==> config.mk <==
export PLATFORM = sky130hd
export DESIGN_NAME = banked_mode_register_file_top
export DESIGN_NICKNAME = d
export VERILOG_FILES = /design/src/rtl/core/bmrf_pkg.sv /design/src/rtl/core/banked_mode_register_file_top.sv /design/src/rtl/core/bmrf_bank.sv /design/src/rtl/core/bmrf_decode.sv
export SDC_FILE = /design/constraint.sdc
export NUM_CORES = 2
export LEC_CHECK = 0
export ABC_AREA = 1
export BUFFER_PORTS_ARGS = -buffer_cell sky130_fd_sc_hd__buf_2
export CORE_ASPECT_RATIO = 1.1
export CORE_MARGIN = 2
export CORE_UTILIZATION = 44
export DETAILED_ROUTE_END_ITERATION = 10
export PLACE_DENSITY = 0.62
export SLEW_MARGIN = 5
export SYNTH_ARGS = -nofsm -noshare
export SYNTH_HDL_FRONTEND = slang
export SYNTH_SLANG_ARGS = --single-unit
==> constraint.sdc <==
create_clock -name clk -period 7.4 [get_ports clk]
set_clock_uncertainty 0.1 [all_clocks]
set_input_delay 1.11 -clock clk [delete_from_list [all_inputs] [get_ports clk]]
set_output_delay 1.11 -clock clk [all_outputs]
set_load 0.01 [all_outputs]
==> src/rtl/core/bmrf_pkg.sv <==
// Shared types, codes and helper functions of the banked mode register file.
// Used by bmrf_decode, bmrf_bank and banked_mode_register_file_top; no dependencies.
`default_nettype none

package bmrf_pkg;

	localparam int DATA_W      = 32;
	localparam int BANK_DEPTH  = 31;
	localparam int SLOT_W      = 5;
	localparam int SAVED_DEPTH = 5;
	localparam int SAVED_W     = 3;
	localparam int MODE_W      = 5;
	localparam int ARCH_W      = 4;

	localparam logic [ARCH_W-1:0] ARCH_RESET   = 4'd4;
	localparam logic [ARCH_W-1:0] ARCH_SYS_MIN = 4'd4;
	localparam logic [ARCH_W-1:0] ARCH_NV_MIN  = 4'd3;

	// Mode encodings
	localparam logic [MODE_W-1:0] MODE_USR = 5'h10;
	localparam logic [MODE_W-1:0] MODE_FIQ = 5'h11;
	localparam logic [MODE_W-1:0] MODE_IRQ = 5'h12;
	localparam logic [MODE_W-1:0] MODE_SVC = 5'h13;
	localparam logic [MODE_W-1:0] MODE_ABT = 5'h17;
	localparam logic [MODE_W-1:0] MODE_UND = 5'h1B;
	localparam logic [MODE_W-1:0] MODE_SYS = 5'h1F;

	// Bank slot bases
	localparam logic [SLOT_W-1:0] SLOT_FIQ_BASE = 5'd16;
	localparam logic [SLOT_W-1:0] SLOT_SVC_BASE = 5'd23;
	localparam logic [SLOT_W-1:0] SLOT_ABT_BASE = 5'd25;
	localparam logic [SLOT_W-1:0] SLOT_UND_BASE = 5'd27;
	localparam logic [SLOT_W-1:0] SLOT_IRQ_BASE = 5'd29;

	// Saved status slots
	localparam logic [SAVED_W-1:0] SAVED_FIQ = 3'd0;
	localparam logic [SAVED_W-1:0] SAVED_IRQ = 3'd1;
	localparam logic [SAVED_W-1:0] SAVED_SVC = 3'd2;
	localparam logic [SAVED_W-1:0] SAVED_ABT = 3'd3;
	localparam logic [SAVED_W-1:0] SAVED_UND = 3'd4;

	// Status field selectors
	localparam logic [3:0] FLD_WORD = 4'd0;
	localparam logic [3:0] FLD_MODE = 4'd1;
	localparam logic [3:0] FLD_T    = 4'd2;
	localparam logic [3:0] FLD_F    = 4'd3;
	localparam logic [3:0] FLD_I    = 4'd4;
	localparam logic [3:0] FLD_Q    = 4'd5;
	localparam logic [3:0] FLD_V    = 4'd6;
	localparam logic [3:0] FLD_C    = 4'd7;
	localparam logic [3:0] FLD_Z    = 4'd8;
	localparam logic [3:0] FLD_N    = 4'd9;

	// Flag bit positions in the status word
	localparam int BIT_N = 31;
	localparam int BIT_Z = 30;
	localparam int BIT_C = 29;
	localparam int BIT_V = 28;
	localparam int BIT_Q = 27;

	typedef enum logic [2:0] {
		KIND_RD_REG    = 3'd0,
		KIND_WR_REG    = 3'd1,
		KIND_RD_STATUS = 3'd2,
		KIND_WR_STATUS = 3'd3,
		KIND_RD_SAVED  = 3'd4,
		KIND_WR_SAVED  = 3'd5,
		KIND_COPY      = 3'd6
	} kind_t;

	typedef enum logic [1:0] {
		ERR_NONE      = 2'd0,
		ERR_NO_SAVED  = 2'd1,
		ERR_BAD_MODE  = 2'd2,
		ERR_SYS_EARLY = 2'd3
	} err_t;

	typedef enum logic [2:0] {
		MC_USR, MC_FIQ, MC_IRQ, MC_SVC, MC_ABT, MC_UND, MC_SYS, MC_BAD
	} mode_class_t;

	localparam logic [3:0] COND_EQ = 4'd0;
	localparam logic [3:0] COND_NE = 4'd1;
	localparam logic [3:0] COND_CS = 4'd2;
	localparam logic [3:0] COND_CC = 4'd3;
	localparam logic [3:0] COND_MI = 4'd4;
	localparam logic [3:0] COND_PL = 4'd5;
	localparam logic [3:0] COND_VS = 4'd6;
	localparam logic [3:0] COND_VC = 4'd7;
	localparam logic [3:0] COND_HI = 4'd8;
	localparam logic [3:0] COND_LS = 4'd9;
	localparam logic [3:0] COND_GE = 4'd10;
	localparam logic [3:0] COND_LT = 4'd11;
	localparam logic [3:0] COND_GT = 4'd12;
	localparam logic [3:0] COND_LE = 4'd13;
	localparam logic [3:0] COND_AL = 4'd14;

	typedef struct packed {
		logic [SLOT_W-1:0] slot;
		err_t              err;
	} slot_t;

	typedef struct packed {
		logic [SAVED_W-1:0] idx;
		err_t               err;
	} saved_sel_t;

	// Decoded access, handed from the decoder to the top level
	typedef struct packed {
		logic               rd_en;
		logic [SLOT_W-1:0]  rd_slot;
		logic               bank_we;
		logic [SLOT_W-1:0]  wr_slot;
		logic               copy;
		logic               use_bank;
		logic [DATA_W-1:0]  imm_data;
		err_t               err;
		logic               pass;
		logic [DATA_W-1:0]  status_nxt;
		logic               saved_we;
		logic [SAVED_W-1:0] saved_idx;
	} dec_t;

	function automatic mode_class_t mode_class(input logic [MODE_W-1:0] mode);
		mode_class_t mc;
		case (mode)
			MODE_USR: mc = MC_USR;
			MODE_FIQ: mc = MC_FIQ;
			MODE_IRQ: mc = MC_IRQ;
			MODE_SVC: mc = MC_SVC;
			MODE_ABT: mc = MC_ABT;
			MODE_UND: mc = MC_UND;
			MODE_SYS: mc = MC_SYS;
			default:  mc = MC_BAD;
		endcase
		return mc;
	endfunction

	function automatic err_t mode_error(input mode_class_t mc, input logic [ARCH_W-1:0] arch);
		err_t e;
		e = ERR_NONE;
		if (mc == MC_BAD)
			e = ERR_BAD_MODE;
		else if (mc == MC_SYS && arch < ARCH_SYS_MIN)
			e = ERR_SYS_EARLY;
		return e;
	endfunction

	// Register number to bank slot; R0..R7 and R15 are never banked
	function automatic slot_t reg_slot(input logic [3:0] r, input mode_class_t mc,
			input logic [ARCH_W-1:0] arch);
		slot_t s;
		logic [SLOT_W-1:0] off;
		off = {1'b0, 4'(r - 4'd13)};
		s.slot = {1'b0, r};
		s.err  = ERR_NONE;
		if (r[3] && r != 4'd15) begin
			s.err = mode_error(mc, arch);
			if (s.err != ERR_BAD_MODE) begin
				if (mc == MC_FIQ) begin
					s.slot = SLOT_FIQ_BASE + {2'b00, r[2:0]};
				end else if (r >= 4'd13) begin
					case (mc)
						MC_SVC:  s.slot = SLOT_SVC_BASE + off;
						MC_ABT:  s.slot = SLOT_ABT_BASE + off;
						MC_UND:  s.slot = SLOT_UND_BASE + off;
						MC_IRQ:  s.slot = SLOT_IRQ_BASE + off;
						default: s.slot = {1'b0, r};
					endcase
				end
			end
		end
		return s;
	endfunction

	function automatic saved_sel_t saved_slot(input mode_class_t mc,
			input logic [ARCH_W-1:0] arch);
		saved_sel_t s;
		s.idx = SAVED_FIQ;
		s.err = mode_error(mc, arch);
		if (s.err == ERR_NONE) begin
			case (mc)
				MC_FIQ:  s.idx = SAVED_FIQ;
				MC_IRQ:  s.idx = SAVED_IRQ;
				MC_SVC:  s.idx = SAVED_SVC;
				MC_ABT:  s.idx = SAVED_ABT;
				MC_UND:  s.idx = SAVED_UND;
				default: s.err = ERR_NO_SAVED;
			endcase
		end
		return s;
	endfunction

	// Bit position of a single-bit status field
	function automatic logic [4:0] field_pos(input logic [3:0] fld);
		logic [4:0] p;
		case (fld)
			FLD_T:   p = 5'd5;
			FLD_F:   p = 5'd6;
			FLD_I:   p = 5'd7;
			FLD_Q:   p = 5'(BIT_Q);
			FLD_V:   p = 5'(BIT_V);
			FLD_C:   p = 5'(BIT_C);
			FLD_Z:   p = 5'(BIT_Z);
			FLD_N:   p = 5'(BIT_N);
			default: p = 5'd0;
		endcase
		return p;
	endfunction

	function automatic logic cond_holds(input logic [3:0] c, input logic [DATA_W-1:0] sw,
			input logic [ARCH_W-1:0] arch);
		logic n, z, cy, v, h;
		n  = sw[BIT_N];
		z  = sw[BIT_Z];
		cy = sw[BIT_C];
		v  = sw[BIT_V];
		case (c)
			COND_EQ: h = z;
			COND_NE: h = !z;
			COND_CS: h = cy;
			COND_CC: h = !cy;
			COND_MI: h = n;
			COND_PL: h = !n;
			COND_VS: h = v;
			COND_VC: h = !v;
			COND_HI: h = cy && !z;
			COND_LS: h = !cy || z;
			COND_GE: h = (n == v);
			COND_LT: h = (n != v);
			COND_GT: h = !z && (n == v);
			COND_LE: h = z || (n != v);
			COND_AL: h = 1'b1;
			default: h = (arch >= ARCH_NV_MIN);
		endcase
		return h;
	endfunction

endpackage

`default_nettype wire

==> src/rtl/core/banked_mode_register_file_top.sv <==
// Top level of the banked mode register file: stream handshake, status word,
// saved status, access stage and output register. Uses bmrf_pkg, bmrf_decode, bmrf_bank.
`default_nettype none

// One access per input transfer, one result transfer per access. An access
// is accepted at an edge, where the bank memory registers its read; the
// result is registered from that read data in the cycle after, and copies
// write their destination there too. No next access is accepted before that
// result edge, so the block holds one access in flight at a time, as the
// registered read of the bank memory lies ahead of its single write port. A pending result
// that is not taken holds off further accesses. Register writes, status and
// saved status updates take effect at the accept edge; arch_level (cfg_wr_data)
// is written whenever cfg_wr_en is high and resets to 4.
module banked_mode_register_file_top (
	input  wire logic        clk,
	input  wire logic        arst_n,
	// configuration: arch_level
	input  wire logic        cfg_wr_en,
	input  wire logic [3:0]  cfg_wr_data,
	// access stream
	input  wire logic        s_axis_tvalid,
	output logic             s_axis_tready,
	input  wire logic [47:0] s_axis_tdata,  // reg_index, src_index, status_field, write_data, cond_code
	input  wire logic [2:0]  s_axis_tuser,  // kind
	// result stream
	output logic             m_axis_tvalid,
	input  wire logic        m_axis_tready,
	output logic [39:0]      m_axis_tdata,  // read_data, current_mode, zero fill
	output logic [2:0]       m_axis_tuser   // cond_pass, error_code
);

	logic                                                 accept;
	logic [bmrf_pkg::ARCH_W-1:0]                          arch_q;
	logic [bmrf_pkg::DATA_W-1:0]                          status_q;
	logic [bmrf_pkg::SAVED_DEPTH-1:0][bmrf_pkg::DATA_W-1:0] saved_q;
	bmrf_pkg::dec_t                                       dec;

	logic                          busy_s1;
	logic                          use_bank_s1;
	logic                          copy_s1;
	logic [bmrf_pkg::SLOT_W-1:0]   wr_slot_s1;
	logic [bmrf_pkg::DATA_W-1:0]   imm_s1;
	bmrf_pkg::err_t                err_s1;
	logic                          pass_s1;
	logic [bmrf_pkg::MODE_W-1:0]   mode_s1;

	logic                          bank_we;
	logic [bmrf_pkg::SLOT_W-1:0]   bank_waddr;
	logic [bmrf_pkg::DATA_W-1:0]   bank_wdata;
	logic [bmrf_pkg::DATA_W-1:0]   bank_rdata;

	logic                          out_valid_q;
	logic [bmrf_pkg::DATA_W-1:0]   out_data_q;
	logic [bmrf_pkg::MODE_W-1:0]   out_mode_q;
	logic                          out_pass_q;
	bmrf_pkg::err_t                out_err_q;

	// Handshake: one access in flight, output slot free by the result edge
	assign s_axis_tready = !busy_s1 && (!out_valid_q || m_axis_tready);
	assign accept        = s_axis_tvalid && s_axis_tready;

	bmrf_decode u_decode (
		.kind         (s_axis_tuser),
		.reg_index    (s_axis_tdata[3:0]),
		.src_index    (s_axis_tdata[7:4]),
		.status_field (s_axis_tdata[11:8]),
		.write_data   (s_axis_tdata[43:12]),
		.cond_code    (s_axis_tdata[47:44]),
		.status_q     (status_q),
		.saved_q      (saved_q),
		.arch_level   (arch_q),
		.dec          (dec)
	);

	// Bank write port: register writes at accept, copies in the following cycle
	always_comb begin
		if (busy_s1) begin
			bank_we    = copy_s1;
			bank_waddr = wr_slot_s1;
			bank_wdata = bank_rdata;
		end else begin
			bank_we    = accept && dec.bank_we;
			bank_waddr = dec.wr_slot;
			bank_wdata = s_axis_tdata[43:12];
		end
	end

	bmrf_bank u_bank (
		.clk     (clk),
		.arst_n  (arst_n),
		.rd_en   (accept && dec.rd_en),
		.rd_addr (dec.rd_slot),
		.rd_data (bank_rdata),
		.wr_en   (bank_we),
		.wr_addr (bank_waddr),
		.wr_data (bank_wdata)
	);

	// Configuration, status word and saved status
	always_ff @(posedge clk or negedge arst_n) begin
		if (!arst_n) begin
			arch_q   <= bmrf_pkg::ARCH_RESET;
			status_q <= '0;
			saved_q  <= '0;
		end else begin
			if (cfg_wr_en)
				arch_q <= cfg_wr_data;
			if (accept) begin
				status_q <= dec.status_nxt;
				if (dec.saved_we)
					saved_q[dec.saved_idx] <= s_axis_tdata[43:12];
			end
		end
	end

	// Access stage control
	always_ff @(posedge clk or negedge arst_n) begin
		if (!arst_n) begin
			busy_s1 <= 1'b0;
		end else begin
			busy_s1 <= accept;
		end
	end

	// Access stage payload
	always_ff @(posedge clk) begin
		if (accept) begin
			use_bank_s1 <= dec.use_bank;
			copy_s1     <= dec.copy;
			wr_slot_s1  <= dec.wr_slot;
			imm_s1      <= dec.imm_data;
			err_s1      <= dec.err;
			pass_s1     <= dec.pass;
			mode_s1     <= dec.status_nxt[bmrf_pkg::MODE_W-1:0];
		end
	end

	// Output register control
	always_ff @(posedge clk or negedge arst_n) begin
		if (!arst_n) begin
			out_valid_q <= 1'b0;
		end else if (busy_s1) begin
			out_valid_q <= 1'b1;
		end else if (m_axis_tready) begin
			out_valid_q <= 1'b0;
		end
	end

	// Output register payload
	always_ff @(posedge clk) begin
		if (busy_s1) begin
			out_data_q <= use_bank_s1 ? bank_rdata : imm_s1;
			out_mode_q <= mode_s1;
			out_pass_q <= pass_s1;
			out_err_q  <= err_s1;
		end
	end

	assign m_axis_tvalid = out_valid_q;
	assign m_axis_tdata  = {3'd0, out_mode_q, out_data_q};
	assign m_axis_tuser  = {out_err_q, out_pass_q};

	// The result slot is always free when an access reaches its result edge
	a_out_free: assert property (@(posedge clk) disable iff (!arst_n)
		busy_s1 |-> !out_valid_q)
		else $error("result register occupied while an access completes");

	// An accepted access always produces a result after its access stage
	a_result_follows: assert property (@(posedge clk) disable iff (!arst_n)
		accept |=> ##1 out_valid_q)
		else $error("accepted access produced no result");

	// A waiting result reports the mode the status word currently holds
	a_mode_matches: assert property (@(posedge clk) disable iff (!arst_n)
		out_valid_q |-> (m_axis_tdata[36:32] == status_q[bmrf_pkg::MODE_W-1:0]))
		else $error("reported mode differs from status word");

	// A copy that writes never carries an invalid mode report
	a_copy_ok: assert property (@(posedge clk) disable iff (!arst_n)
		(busy_s1 && copy_s1) |-> (err_s1 != bmrf_pkg::ERR_BAD_MODE))
		else $error("copy written despite invalid mode");

endmodule

`default_nettype wire

==> src/rtl/core/bmrf_bank.sv <==
// Banked general register storage: 31 x 32 synchronous memory, registered read.
// Per-entry valid flops make unwritten entries read as zero. Uses bmrf_pkg.
`default_nettype none

module bmrf_bank (
	input  wire logic                          clk,
	input  wire logic                          arst_n,
	input  wire logic                          rd_en,
	input  wire logic [bmrf_pkg::SLOT_W-1:0]   rd_addr,
	output logic      [bmrf_pkg::DATA_W-1:0]   rd_data,
	input  wire logic                          wr_en,
	input  wire logic [bmrf_pkg::SLOT_W-1:0]   wr_addr,
	input  wire logic [bmrf_pkg::DATA_W-1:0]   wr_data
);

	logic [bmrf_pkg::DATA_W-1:0]     mem [bmrf_pkg::BANK_DEPTH];
	logic [bmrf_pkg::BANK_DEPTH-1:0] valid_q;
	logic [bmrf_pkg::DATA_W-1:0]     rdata_q;
	logic                            rvalid_q;

	// Memory write and registered read
	always_ff @(posedge clk) begin
		if (wr_en)
			mem[wr_addr] <= wr_data;
		if (rd_en)
			rdata_q <= mem[rd_addr];
	end

	// Written-entry tracking, cleared by reset
	always_ff @(posedge clk or negedge arst_n) begin
		if (!arst_n) begin
			valid_q  <= '0;
			rvalid_q <= 1'b0;
		end else begin
			if (wr_en)
				valid_q[wr_addr] <= 1'b1;
			if (rd_en)
				rvalid_q <= valid_q[rd_addr];
		end
	end

	assign rd_data = rvalid_q ? rdata_q : '0;

endmodule

`default_nettype wire

==> src/rtl/core/bmrf_decode.sv <==
// Access decoder: bank slot mapping, mode checks, condition check and the
// status / saved status updates of one access. Uses bmrf_pkg.
`default_nettype none

module bmrf_decode (
	input  wire logic [2:0]                                      kind,
	input  wire logic [3:0]                                      reg_index,
	input  wire logic [3:0]                                      src_index,
	input  wire logic [3:0]                                      status_field,
	input  wire logic [bmrf_pkg::DATA_W-1:0]                     write_data,
	input  wire logic [3:0]                                      cond_code,
	input  wire logic [bmrf_pkg::DATA_W-1:0]                     status_q,
	input  wire logic [bmrf_pkg::SAVED_DEPTH-1:0][bmrf_pkg::DATA_W-1:0] saved_q,
	input  wire logic [bmrf_pkg::ARCH_W-1:0]                     arch_level,
	output bmrf_pkg::dec_t                                       dec
);

	bmrf_pkg::mode_class_t mc;
	bmrf_pkg::slot_t       sd;
	bmrf_pkg::slot_t       ss;
	bmrf_pkg::saved_sel_t  sv;
	logic [4:0]            pos;

	always_comb begin
		mc  = bmrf_pkg::mode_class(status_q[bmrf_pkg::MODE_W-1:0]);
		sd  = bmrf_pkg::reg_slot(reg_index, mc, arch_level);
		ss  = bmrf_pkg::reg_slot(src_index, mc, arch_level);
		sv  = bmrf_pkg::saved_slot(mc, arch_level);
		pos = bmrf_pkg::field_pos(status_field);

		dec            = '0;
		dec.err        = bmrf_pkg::ERR_NONE;
		dec.pass       = bmrf_pkg::cond_holds(cond_code, status_q, arch_level);
		dec.status_nxt = status_q;
		dec.saved_idx  = sv.idx;

		case (bmrf_pkg::kind_t'(kind))
			bmrf_pkg::KIND_RD_REG: begin
				dec.err      = sd.err;
				dec.rd_slot  = sd.slot;
				dec.rd_en    = (sd.err != bmrf_pkg::ERR_BAD_MODE);
				dec.use_bank = (sd.err != bmrf_pkg::ERR_BAD_MODE);
			end
			bmrf_pkg::KIND_WR_REG: begin
				dec.err     = sd.err;
				dec.wr_slot = sd.slot;
				dec.bank_we = (sd.err != bmrf_pkg::ERR_BAD_MODE);
			end
			bmrf_pkg::KIND_RD_STATUS: begin
				if (status_field == bmrf_pkg::FLD_WORD)
					dec.imm_data = status_q;
				else if (status_field == bmrf_pkg::FLD_MODE)
					dec.imm_data = {27'd0, status_q[bmrf_pkg::MODE_W-1:0]};
				else if (status_field inside {[bmrf_pkg::FLD_T:bmrf_pkg::FLD_N]})
					dec.imm_data = {31'd0, status_q[pos]};
			end
			bmrf_pkg::KIND_WR_STATUS: begin
				if (status_field == bmrf_pkg::FLD_WORD)
					dec.status_nxt = write_data;
				else if (status_field == bmrf_pkg::FLD_MODE)
					dec.status_nxt[bmrf_pkg::MODE_W-1:0] = write_data[bmrf_pkg::MODE_W-1:0];
				else if (status_field inside {[bmrf_pkg::FLD_T:bmrf_pkg::FLD_N]})
					dec.status_nxt[pos] = write_data[0];
			end
			bmrf_pkg::KIND_RD_SAVED: begin
				dec.err = sv.err;
				if (sv.err == bmrf_pkg::ERR_NONE)
					dec.imm_data = saved_q[sv.idx];
			end
			bmrf_pkg::KIND_WR_SAVED: begin
				dec.err      = sv.err;
				dec.saved_we = (sv.err == bmrf_pkg::ERR_NONE);
			end
			bmrf_pkg::KIND_COPY: begin
				// source error takes precedence over destination error
				dec.err     = (ss.err != bmrf_pkg::ERR_NONE) ? ss.err : sd.err;
				dec.rd_slot = ss.slot;
				dec.wr_slot = sd.slot;
				dec.copy    = (dec.err != bmrf_pkg::ERR_BAD_MODE);
				dec.rd_en   = (dec.err != bmrf_pkg::ERR_BAD_MODE);
			end
			default: begin
				// unused kind: no operation
			end
		endcase
	end

endmodule

`default_nettype wire
==> summary.txt <==
Outcome
  • Status: completed

Logic synthesis
  • Top FF cell, synth: edfxtp_1
  • Post-synthesis sequential area ratio: 0.6971
  • Post-Syn Instances: 5112
  • Synthesized area: 56110 um^2
  • Synthesis warning total: 0
  • Yosys top cell area share: 0.5946
  • Largest cells by area after synthesis: edfxtp_1 (59%), dfrtp_1 (10%), nand2_1 (6.5%)
  • Post-synthesis register bit count: 1341
  • Avg Cell Area, Syn: 10.98 um^2
  • Post-synth top area cell: edfxtp_1
  • Number of flops mapped to enable cells by yosys: 1111
  • FFs w/ async S/R, synth: 0.1715
  • Synth unique cells: 46

Clock tree
  • # Post-CTS Setup Buffers: 0
  • Clock Tree Buf Depth: 3
  • H-tree levels: 4
  • CTS Sinks: between 1000 and 1500
  • Hold buffer count at CTS: 0
  • Register clock-pin slew on the reported worst setup and hold paths: 0.06 ns
  • CTS Buf Count: 139
  • Post-CTS resize count: 0
  • CTS root buf: clkbuf_16
  • Worst-Skew Late Latency: 0.78 ns
  • CTS tree: done

Power
  • P per Cell Area: between 200 and 300 nW/um^2
  • Pleak: 23.39 nW
  • Peak VDD IR: 0.0002225 V

Timing
  • Period utilization: 0.6651
  • Max transition margin: 0.1060
  • Sum of negative setup slack: 0 ns
  • RSZ-0062 raised after global routing: no
  • Final setup viols: 0
  • Fmax: 0.2032 GHz
  • Slew @ Worst Pin: 1.338 ns
  • Endpoints failing hold: 0
  • Final min period: 4.922 ns
  • Slew Limit Fails: 0

Worst hold path
  • Worst Hold Class: input port to asynchronous set/reset pin

Floorplan
  • I/O Pins: 105
  • CORE AREA: between 100000 and 150000 um^2
  • Site Rows: 137
  • Starting Density: 0.4430
  • Die height: 378.5 um
  • Area of the die: 130400 um^2
  • Die X: 344.5 um

Global route
  • Initial antenna violation count: 8
  • Total Routing Usage GR: 0.2499
  • Largest net degree at the start of global routing: between 150 and 200
  • Vias in the first global route: 37458
  • First-pass GRT wire length: 243200 um
  • Aggregate global routing overflow: 0

Final layout
  • Commonest non-fill, non-tap cell in the layout: edfxtp_1
  • Filler cells: 11231
  • Util after Layout: 0.4964
  • Nets: 5211
  • Commonest non-fill, non-tap cells in the layout: edfxtp_1 (1111), nand2_1 (967), nor2_1 (828), o21ai_0 (447), nand3_1 (319)
  • Share of layout cells above drive strength 1: 0.09250
  • Synth-to-layout area growth: 12.06%

Worst setup path
  • R2r endpoint: u_bank.rdata_q[30]$_DFFE_PP_
  • Crit end category: flip-flop
  • Worst R2R Setup Slack: 2.48 ns
  • RR Startpoint: status_q[3]$_DFFE_PN0P_
  • Worst Path Arrival: about 5.4 ns
  • Critical Path End: u_bank.rdata_q[30]$_DFFE_PP_
  • Required time of the critical path: roughly 8 ns
  • R2R cell count: 18
  • Startpoint Class: flip-flop
  • Crit-path max FO: 69
  • Setup crit start: status_q[3]$_DFFE_PN0P_
  • Crit path kind: flip-flop to flip-flop

Run
  • MaxCap Viol Count: 0

Placement
  • Placed wire-length estimate: 92000 um
  • Port Buf Inserts: roughly 100
  • Gpl congestion: 0.8867

Route
  • Antenna-violating nets left: 0
  • Drt initial violations: roughly 4600
  • Drc violations: 0
  • Initial DRT Pass Iterations: 6
  • Vias per Instance: around 5.7
  • Avg WL per Cell: 23.64 um
  • Post-Route WL: 163500 um
  • Vias: just under 40000
## logic make-up after synthesis
kind of cell / after synthesis / share of synthesized area
XOR/XNOR: 8 / 0.001249
adder cells (fa/ha/maj): 11 / 0.002453
flip-flops: 1341 / 0.6971
AO/OA/AOI/OAI: 943 / 0.08739
multiplexers: 65 / 0.01166
AND/OR/NAND/NOR: 2236 / 0.1618
buffers and inverters: 507 / 0.03822
other: 1 / 0.00006683
## layout make-up
cell class | count | area, um^2 | share of cell area
repair buffers | 192 | 1361 | 0.02165
clock inverters | 50 | 357.8 | 0.005691
flip-flops and latches | 1341 | 39120 | 0.6222
well taps | 1668 | 2087 | 0.03319
clock buffers | 194 | 3904 | 0.06208
multi-input cells | 3266 | 15260 | 0.2427
inverters | 200 | 769.5 | 0.01224
diodes | 6 | 15.01 | 0.0002388
## state kept, by name, summed over array words and instances (netlist names)
name / count
arch_q: 4
busy_s1: 1
copy_s1: 1
err_s1: 2
imm_s1: 32
m_axis_tvalid: 1
mode_s1: 5
out_data_q: 32
out_err_q: 2
out_mode_q: 5
out_pass_q: 1
pass_s1: 1
saved_q: 160
status_q: 32
u_bank.mem: 992
u_bank.rdata_q: 32
u_bank.rvalid_q: 1
u_bank.valid_q: 31
use_bank_s1: 1
wr_slot_s1: 5
## critical path: stages, from the launching register on
cell and delay [ns]:
dfrtp_1 0.42, nor2_1 0.26, nand3_2 0.21, nand2_2 0.13, buf_4 0.66, inv_2 0.10, ha_1 0.35, xor2_1 0.16
nand4_1 0.14, nand3_4 0.14, nand2_8 0.31, buf_4 0.70, o21ai_0 0.40, nand3_1 0.18, nand2_1 0.06, nand2_1 0.05
nand2_1 0.07, nand2_1 0.06, nand2_1 0.08
## where the power goes
| part | internal, mW | leakage (nW) | total (mW) | switching [mW] |
|---|---|---|---|---|
| clock network | 3.81 | 2.07 | 6.72 | 2.91 |
| logic | 0.387 | 8.22 | 1.60 | 1.21 |
| registers | 8.53 | 13.1 | 8.62 | 0.0872 |
## synthesized netlist by cell type (14+ instances only)
master,n
inv_1,184
o22ai_1,29
mux2i_1,62
nand4_1,57
o21ai_0,479
buf_1,14
nor2_1,851
nand2_1,973
o21ai_1,317
a21oi_1,67
buf_4,20
clkbuf_1,192
dfrtp_1,229
buf_2,71
o21bai_1,16
edfxtp_1,1111
nand3_1,319
## routing by layer
| layer | share of wire | vias up | track usage |
|---|---|---|---|
| li1 | - | 17759 | - |
| met1 | 0.41 | 19377 | 0.3355 |
| met2 | 0.48 | 1679 | 0.4091 |
| met3 | 0.075 | 310 | 0.03840 |
| met4 | 0.035 | 2 | 0.09557 |
| met5 | 0.000079 | - | 0 |
## through the flow
step	worst slack (ns)	std cells	hold WS, ns	cell area [um^2]	total power [mW]
after floorplan	2.674	5114	0.3003	56120	9.697
after global placement	2.240	6664	0.3007	58500	10.33
after detailed placement	2.274	6665	0.3084	58530	10.35
after CTS	2.468	6909	0.2495	62790	17.00
after global routing	2.153	6915	0.2812	62870	17.46
final	2.478	6917	0.2355	62880	16.94
## worst min path at each step
stage | endpoint | startpoint | slack, ns
floorplan | out_err_q[0]$_DFFE_PP_ | err_s1[0]$_SDFFCE_PN0P_ | 0.30
global placement | out_mode_q[1]$_DFFE_PP_ | mode_s1[1]$_DFFE_PP_ | 0.30
detailed placement | out_mode_q[0]$_DFFE_PP_ | mode_s1[0]$_DFFE_PP_ | 0.31
CTS | status_q[30]$_DFFE_PN0P_ | arst_n | 0.25
global route | arch_q[1]$_DFFE_PN0P_ | arst_n | 0.28
finish | status_q[30]$_DFFE_PN0P_ | arst_n | 0.24
No activity file was read; power rests on OpenSTA's default activity.
